==> config.mk <==
export PLATFORM = sky130hd
export DESIGN_NAME = tte_mod_unit
export DESIGN_NICKNAME = d
export VERILOG_FILES = /design/src/rtl/core/transposition_table_engine_core_defines.svh /design/src/rtl/core/tte_pkg.sv /design/src/rtl/core/tte_mod_unit.sv
export SDC_FILE = /design/constraint.sdc
export NUM_CORES = 1
export LEC_CHECK = 0
export BUFFER_PORTS_ARGS = -buffer_cell sky130_fd_sc_hd__buf_4
export CAP_MARGIN = 5
export CORE_MARGIN = 8
export CORE_UTILIZATION = 45
export CTS_BUF_LIST = sky130_fd_sc_hd__clkbuf_16
export DETAILED_ROUTE_END_ITERATION = 6
export GPL_ROUTABILITY_DRIVEN = 0
export PLACE_DENSITY = 0.74
export SLEW_MARGIN = 20
export SYNTH_ARGS = -nofsm -noshare
export SYNTH_HDL_FRONTEND = slang
export SYNTH_SLANG_ARGS = --single-unit
==> constraint.sdc <==
create_clock -name clk -period 15.35 [get_ports clk]
set_clock_uncertainty 0.05 [all_clocks]
set_input_delay 0.7675 -clock clk [delete_from_list [all_inputs] [get_ports clk]]
set_output_delay 0.7675 -clock clk [all_outputs]
set_load 0.005 [all_outputs]
==> src/rtl/core/transposition_table_engine_core_defines.svh <==
// Assertion macros for the transposition table RTL.
// Each macro expands to a labeled concurrent assertion in simulation and to
// nothing in synthesis.
`ifndef TRANSPOSITION_TABLE_ENGINE_CORE_DEFINES_SVH
`define TRANSPOSITION_TABLE_ENGINE_CORE_DEFINES_SVH

`ifndef SYNTHESIS

// Same-cycle implication, checked out of reset.
`define TTE_ASSERT_IMP(label, clk, rst_n, ante, cons) \
    label: assert property (@(posedge clk) disable iff (!rst_n) (ante) |-> (cons)) \
        else $error("transposition table assertion failed");

// Next-cycle implication, checked out of reset.
`define TTE_ASSERT_NXT(label, clk, rst_n, ante, cons) \
    label: assert property (@(posedge clk) disable iff (!rst_n) (ante) |=> (cons)) \
        else $error("transposition table assertion failed");

`else

`define TTE_ASSERT_IMP(label, clk, rst_n, ante, cons)
`define TTE_ASSERT_NXT(label, clk, rst_n, ante, cons)

`endif

`endif

==> src/rtl/core/tte_pkg.sv <==
`timescale 1ns / 1ps
`default_nettype none

package tte_pkg;

    // Fixed field widths of the transaction payload.
    localparam int KEY_W   = 64;
    localparam int DEPTH_W = 8;
    localparam int SCORE_W = 16;
    localparam int BOUND_W = 2;
    localparam int MOVE_W  = 32;
    localparam int FUNC_W  = 2;
    localparam int CFG_W   = 13;

    typedef enum logic [FUNC_W-1:0] {
        FUNC_STORE = 2'd0,
        FUNC_PROBE = 2'd1,
        FUNC_CLEAR = 2'd2
    } func_t;

    typedef enum logic [BOUND_W-1:0] {
        BOUND_NONE  = 2'd0,
        BOUND_EXACT = 2'd1,
        BOUND_UPPER = 2'd2,
        BOUND_LOWER = 2'd3
    } bound_t;

endpackage

`default_nettype wire

==> src/rtl/core/tte_mod_unit.sv <==
`timescale 1ns / 1ps
`default_nettype none

// Iterative remainder of a 64-bit key by a 13-bit nonzero divisor.
// Four key bits are folded in per cycle, most significant first.
module tte_mod_unit (
    input  wire logic                       clk,
    input  wire logic                       rst_n,
    input  wire logic                       start,
    input  wire logic [tte_pkg::KEY_W-1:0]  dividend,
    input  wire logic [tte_pkg::CFG_W-1:0]  divisor,
    output logic                            done,
    output logic [tte_pkg::CFG_W-1:0]       rem
);

    localparam int DIGIT_BITS = 4;
    localparam int STEPS      = tte_pkg::KEY_W / DIGIT_BITS;
    localparam int CNT_W      = $clog2(STEPS);

    logic                          busy_reg;
    logic                          done_reg;
    logic [CNT_W-1:0]              cnt_reg;
    logic [tte_pkg::KEY_W-1:0]     shift_reg;
    logic [tte_pkg::CFG_W-1:0]     div_reg;
    logic [tte_pkg::CFG_W-1:0]     rem_reg;
    logic [tte_pkg::CFG_W-1:0]     rem_next;

    // Each step doubles the partial remainder, adds one key bit and reduces
    // once; the partial remainder stays below the divisor, so one subtract
    // is enough.
    always_comb
    begin
        logic [tte_pkg::CFG_W-1:0] r;
        logic [tte_pkg::CFG_W:0]   t;
        r = rem_reg;
        t = '0;
        for (int i = 0; i < DIGIT_BITS; i++)
        begin
            t = {r, shift_reg[tte_pkg::KEY_W-1-i]};
            if (t >= {1'b0, div_reg})
            begin
                t = t - {1'b0, div_reg};
            end
            r = t[tte_pkg::CFG_W-1:0];
        end
        rem_next = r;
    end

    always_ff @(posedge clk or negedge rst_n)
    begin
        if (!rst_n)
        begin
            busy_reg <= 1'b0;
            done_reg <= 1'b0;
            cnt_reg  <= '0;
        end
        else
        begin
            done_reg <= 1'b0;
            if (start)
            begin
                busy_reg <= 1'b1;
                cnt_reg  <= '0;
            end
            else if (busy_reg)
            begin
                cnt_reg <= cnt_reg + 1'b1;
                if (cnt_reg == CNT_W'(STEPS - 1))
                begin
                    busy_reg <= 1'b0;
                    done_reg <= 1'b1;
                end
            end
        end
    end

    always_ff @(posedge clk)
    begin
        if (start)
        begin
            shift_reg <= dividend;
            div_reg   <= divisor;
            rem_reg   <= '0;
        end
        else if (busy_reg)
        begin
            shift_reg <= shift_reg << DIGIT_BITS;
            rem_reg   <= rem_next;
        end
    end

    assign done = done_reg;
    assign rem  = rem_reg;

endmodule

`default_nettype wire

# [Yosys cells after proc, flatten, opt, wreduce, memory -nomap -nowiden]
# Cells that the tools add are included.
[word_totals] reg_bits=96 in_bits=80 out_inout_bits=14 elab_cells=31
[classes] add_sub_neg=5 magnitude_cmp=4 n_eq_ne=1 n_mux=14 n_reduce_logical=1
[op_table] operator="$mux W64" count=2
[op_table] operator="$ge A14 B13 Y1" count=4
[op_table] operator="$mux W13" count=4
[op_table] operator="$sub A13 B13 Y13" count=4
[op_table] operator="$mux W4" count=2
[op_table] operator="$mux W1" count=6
[op_table] operator="$add A4 B1 Y4 const B" count=1
[op_table] operator="$eq A4 B4 Y1 const B" count=1
[op_table] operator="$reduce_bool A2 Y1" count=1

# [Longest topological paths before layout]
[logic_depth] ltp_word=8 depth_mapped=43 depth_no_buf=39

# [Least setup slack after synthesis]
# OpenSTA, ideal clock, no wires.
[synth_path] path_type="register to register" start="register div_reg[2] (netlist bit)" end="register rem_reg, in the netlist rem[11]" setup_time_ns=0.103 arrival_ns=9.214 required_ns=15.197 setup_slack_ns=5.983 path_stages_with_launch=41 n_path_buf=6 synth_period_minus_slack_ns=9.367 cell_sequence="edfxtp_1 -> inv_1 -> ha_1 -> nor2b_1 -> o31a_1 -> o31ai_1 -> a31oi_1 -> nor2_1 -> clkbuf_1 -> mux2_2 -> inv_1 -> ha_1 -> nand2b_1 -> a211oi_1 -> or3_1 -> o41ai_1 -> o21a_1 -> buf_6 -> [5 not listed] -> nor2_1 -> a211oi_1 -> a221oi_1 -> or3_1 -> buf_2 -> buf_2 -> a311oi_1 -> ha_1 -> nor2b_1 -> o21ai_0 -> a21oi_1 -> o31a_1 -> nor3_1 -> o21ai_0 -> a221oi_2 -> clkbuf_1 -> a311oi_1 -> a2111oi_2"
[synth_between] elab_chain_len=8 word_cells_on_any_way=12 classes_between="add/sub (4); order compare (4); mux (4)"
[synth_rtl] element="start, declared" line="tte_mod_unit.sv:24" text="logic [tte_pkg::CFG_W-1:0] div_reg;"
[synth_rtl] element="start signal, assigned" line="tte_mod_unit.sv:82" text="div_reg <= divisor;"
[synth_rtl] element="$sub A13 B13 Y13 / $ge A14 B13 Y1 (equally long branches)" line="tte_mod_unit.sv:42, tte_mod_unit.sv:40"
[synth_rtl] element="$mux W13" line="tte_mod_unit.sv:40" text="if (t >= {1'b0, div_reg})"
[synth_rtl] element="$sub A13 B13 Y13 / $ge A14 B13 Y1 (equally long branches)" line="tte_mod_unit.sv:42, tte_mod_unit.sv:40"
[synth_rtl] element="$mux W13" line="tte_mod_unit.sv:40"
[synth_rtl] element="$sub A13 B13 Y13 / $ge A14 B13 Y1 (equally long branches)" line="tte_mod_unit.sv:42, tte_mod_unit.sv:40"
[synth_rtl] element="$mux W13" line="tte_mod_unit.sv:40"
[synth_rtl] element="$sub A13 B13 Y13 / $ge A14 B13 Y1 (equally long branches)" line="tte_mod_unit.sv:42, tte_mod_unit.sv:40"
[synth_rtl] element="$mux W13 *" line="tte_mod_unit.sv:40"
[synth_rtl] element="end signal, assigned" line="tte_mod_unit.sv:88" text="rem_reg <= rem_next;"
[synth_rtl] element="end, declared" line="tte_mod_unit.sv:25" text="logic [tte_pkg::CFG_W-1:0] rem_reg;"
# Mark *: on every way between the ends. The rest lies on a longest branch, timed or not.
# A chain may end at the register's enable or synchronous reset.

# [Worst setup path in the final report]
[layout_path] start="register div_reg[2] (netlist bit)" end="register rem_reg, in the netlist rem[7]"
# Same word-level chain as after synthesis.

==> results.cfg <==
[logic_synthesis]
synth.distinct_cells = 63
syn_area_sq_mm = 0.00700
ys_seq_elements = 96
synthCells = 675
synthArstFlopShare = 0.0625
synth-edff-count = 77
ys_seq_area_frac = 0.389
avgSynthCellArea_sq_um = 10.4
synth_nets = 812
synth-main-ff-cell = edfxtp_1
synth_warnings = 0

[global_routing]
antenna_found_initial = 0
overflow = 0
grt_pass1_wl_um = 29000
grt_pass1_vias = 5691
grt_use_total = 0.184
grt_start_max_net_pins = 77

[cells_and_area]
drive_above_1_share = 0.245
synthToLayoutAreaGrowth_pct = 16.1
fill_cells = 1376
nets = 891
largest_register_ffs = 64
antenna_cells = 0

[worst_setup_path]
slowest_delay_ns = 0.80
cp_slowest_cell = a221oi_2
arrival_ns = 11.32
cp-end-kind = register
required_ns = 15.51
path_class = reg2reg
cp-start-kind = register
crit_path_frequent_cell = ha_1
cp_max_fo = 19

[clock_network]
clockRootBuffer = clkbuf_16
htree_levels = 3
numClockSinks = 96
clk_latency_ns = 0.34
post_cts_resized = 0
path_clk_slew_ns = 0.07
cts_buffer_depth = 2
cts_tree = yes
cts_made_buffers = 9
postCtsHoldBufs = 0
cts_setup_buffers = 0

[detailed_routing]
ant_nets = 0
routed_wl_um = 18500
drc = 0
vias = 5688
drt-wirelength-per-cell_um = 19.5
drt_iter0_markers = 540
first_pass_iters = 5
viasPerCell = 6.01

[floorplanning]
start_util = 0.460
io_pins = 94
coreArea_sq_mm = 0.0152
dieWidth_um = 141
rows = 45
dieArea_sq_mm = 0.0198
fp.dieH_um = 141

[sta]
timing.setup.tns_ns = 0
final_max_slew_viol_count = 0
rsz0062_at_grt = false
fmax_mhz = 89.6
setup_viol = 0
final.setup.worst_slack_ns = 4.19
finalHoldViolCount = 0
relSlewSlack = 0.389
period_needed_ns = 11.16
worst_slew_pin_slew_ns = 0.917
whs_ns = 0.172
timing.final.crit_share = 0.727

[run_status]
status = complete, no violations

[placed_design]
dp_slack_ns = 4.28
io_buffers = 93
dp_hpwl_um = 14100

[worst_hold_path]
hold_class = in2async

[flow_run]
maxCapViolCount = 0
-- worst paths after layout --
check | from | end | slack [ns] | depth (start not counted)
setup / recovery | div_reg[2]$_DFFE_PP_ | rem[7]$_SDFFE_PP0P_ | 4.19 | 33
hold / removal | rst_n | cnt_reg[2]$_DFFE_PN0P_ | 0.17 | 1
setup reg to reg | div_reg[2]$_DFFE_PP_ | rem[7]$_SDFFE_PP0P_ | 4.19 | 33
hold reg to reg | shift_reg[57]$_DFFE_PP_ | shift_reg[61]$_DFFE_PP_ | 0.50 | 1
max in group asynchronous | rst_n | cnt_reg[0]$_DFFE_PN0P_ | 14.96 | 1
min in group clk | shift_reg[57]$_DFFE_PP_ | shift_reg[61]$_DFFE_PP_ | 0.50 | 1
-- kinds of logic after synthesis --
kind of cell | after synthesis | synth area share
compound gates | 188 | 0.191
xor+xnor | 38 | 0.0476
fa+ha+maj | 57 | 0.106
buf+inv | 70 | 0.0409
flops | 96 | 0.389
mux | 71 | 0.113
simple gates | 155 | 0.112
-- area by class of cell --
type	instances	area, sq um	share of cell area
clock inverter	7	76.3	0.00939
sequential	96	2720	0.335
tap	188	235	0.0289
inverter	43	161	0.0199
multi-input combinational	509	3990	0.491
clock buffer	9	225	0.0277
timing repair buffer	95	713	0.0878
-- cells in the final DEF (no fill, tap or decap), types with 9 or more instances in the layout --
| master | count |
|---|---|
| a211oi_1 | 23 |
| a21o_1 | 20 |
| a21oi_1 | 35 |
| a311oi_1 | 14 |
| buf_4 | 95 |
| clkbuf_16 | 9 |
| dfxtp_1 | 13 |
| edfxtp_1 | 77 |
| ha_1 | 53 |
| inv_1 | 44 |
| mux2_2 | 63 |
| nand2_1 | 28 |
| nand3_1 | 14 |
| nand4_1 | 9 |
| nor2_1 | 37 |
| nor2b_1 | 10 |
| nor3_1 | 14 |
| o21ai_0 | 25 |
| o21bai_1 | 12 |
| xnor2_1 | 23 |
| xor2_1 | 15 |
-- cell usage after synthesis, types with 3 or more instances --
cell type,n,area share
edfxtp_1,77,0.33
mux2_2,63,0.10
ha_1,53,0.095
inv_1,43,0.023
nor2_1,38,0.020
a21oi_1,35,0.025
nand2_1,28,0.015
o21ai_0,25,0.018
a211oi_1,23,0.025
xnor2_1,23,0.029
a21o_1,20,0.021
clkbuf_1,18,0.0097
xor2_1,15,0.019
a311oi_1,14,0.018
nand3_1,14,0.010
nor3_1,14,0.010
dfxtp_1,13,0.037
o21bai_1,12,0.013
nor2b_1,10,0.0089
nand4_1,9,0.0080
mux2i_1,8,0.011
o22ai_1,8,0.0072
and2_1,7,0.0063
buf_2,7,0.0050
nand2b_1,7,0.0063
o31a_1,7,0.0088
or3_1,7,0.0063
a31oi_1,6,0.0054
dfrtp_1,6,0.021
o21a_1,6,0.0064
or2_2,5,0.0045
and3_1,4,0.0036
fa_1,4,0.011
nor3b_1,4,0.0043
o211ai_1,4,0.0043
o31ai_1,4,0.0043
a2111oi_1,3,0.0043
a21boi_0,3,0.0032
-- metal layers --
layer | track usage | wire length, um
met1 | 0.226 | 7690
met2 | 0.295 | 8540
met4 | 0.0945 | 766
met5 | 0 | 0
met3 | 0.0476 | 1510
-- per-stage QoR --
stage,cell area [sq um],util,cells
6_report,8130,0.535,947
3_3_place_gp,7820,0.515,931
5_1_grt,8130,0.535,947
2_1_floorplan,7000,-,675
4_1_cts,8120,0.534,947
3_5_place_dp,7820,0.515,931
-- worst max-delay path, delay by kind of cell, from the launching register on --
family          cells  cell delay (ns)
flops               1             0.35
buf+inv             2             0.34
simple gates        8             2.26
compound gates     19             6.61
fa+ha+maj           4             1.38
Power is left out: the tool's default activity adds up to more than one toggle a clock period on the data nets, which glitch-free logic cannot reach.
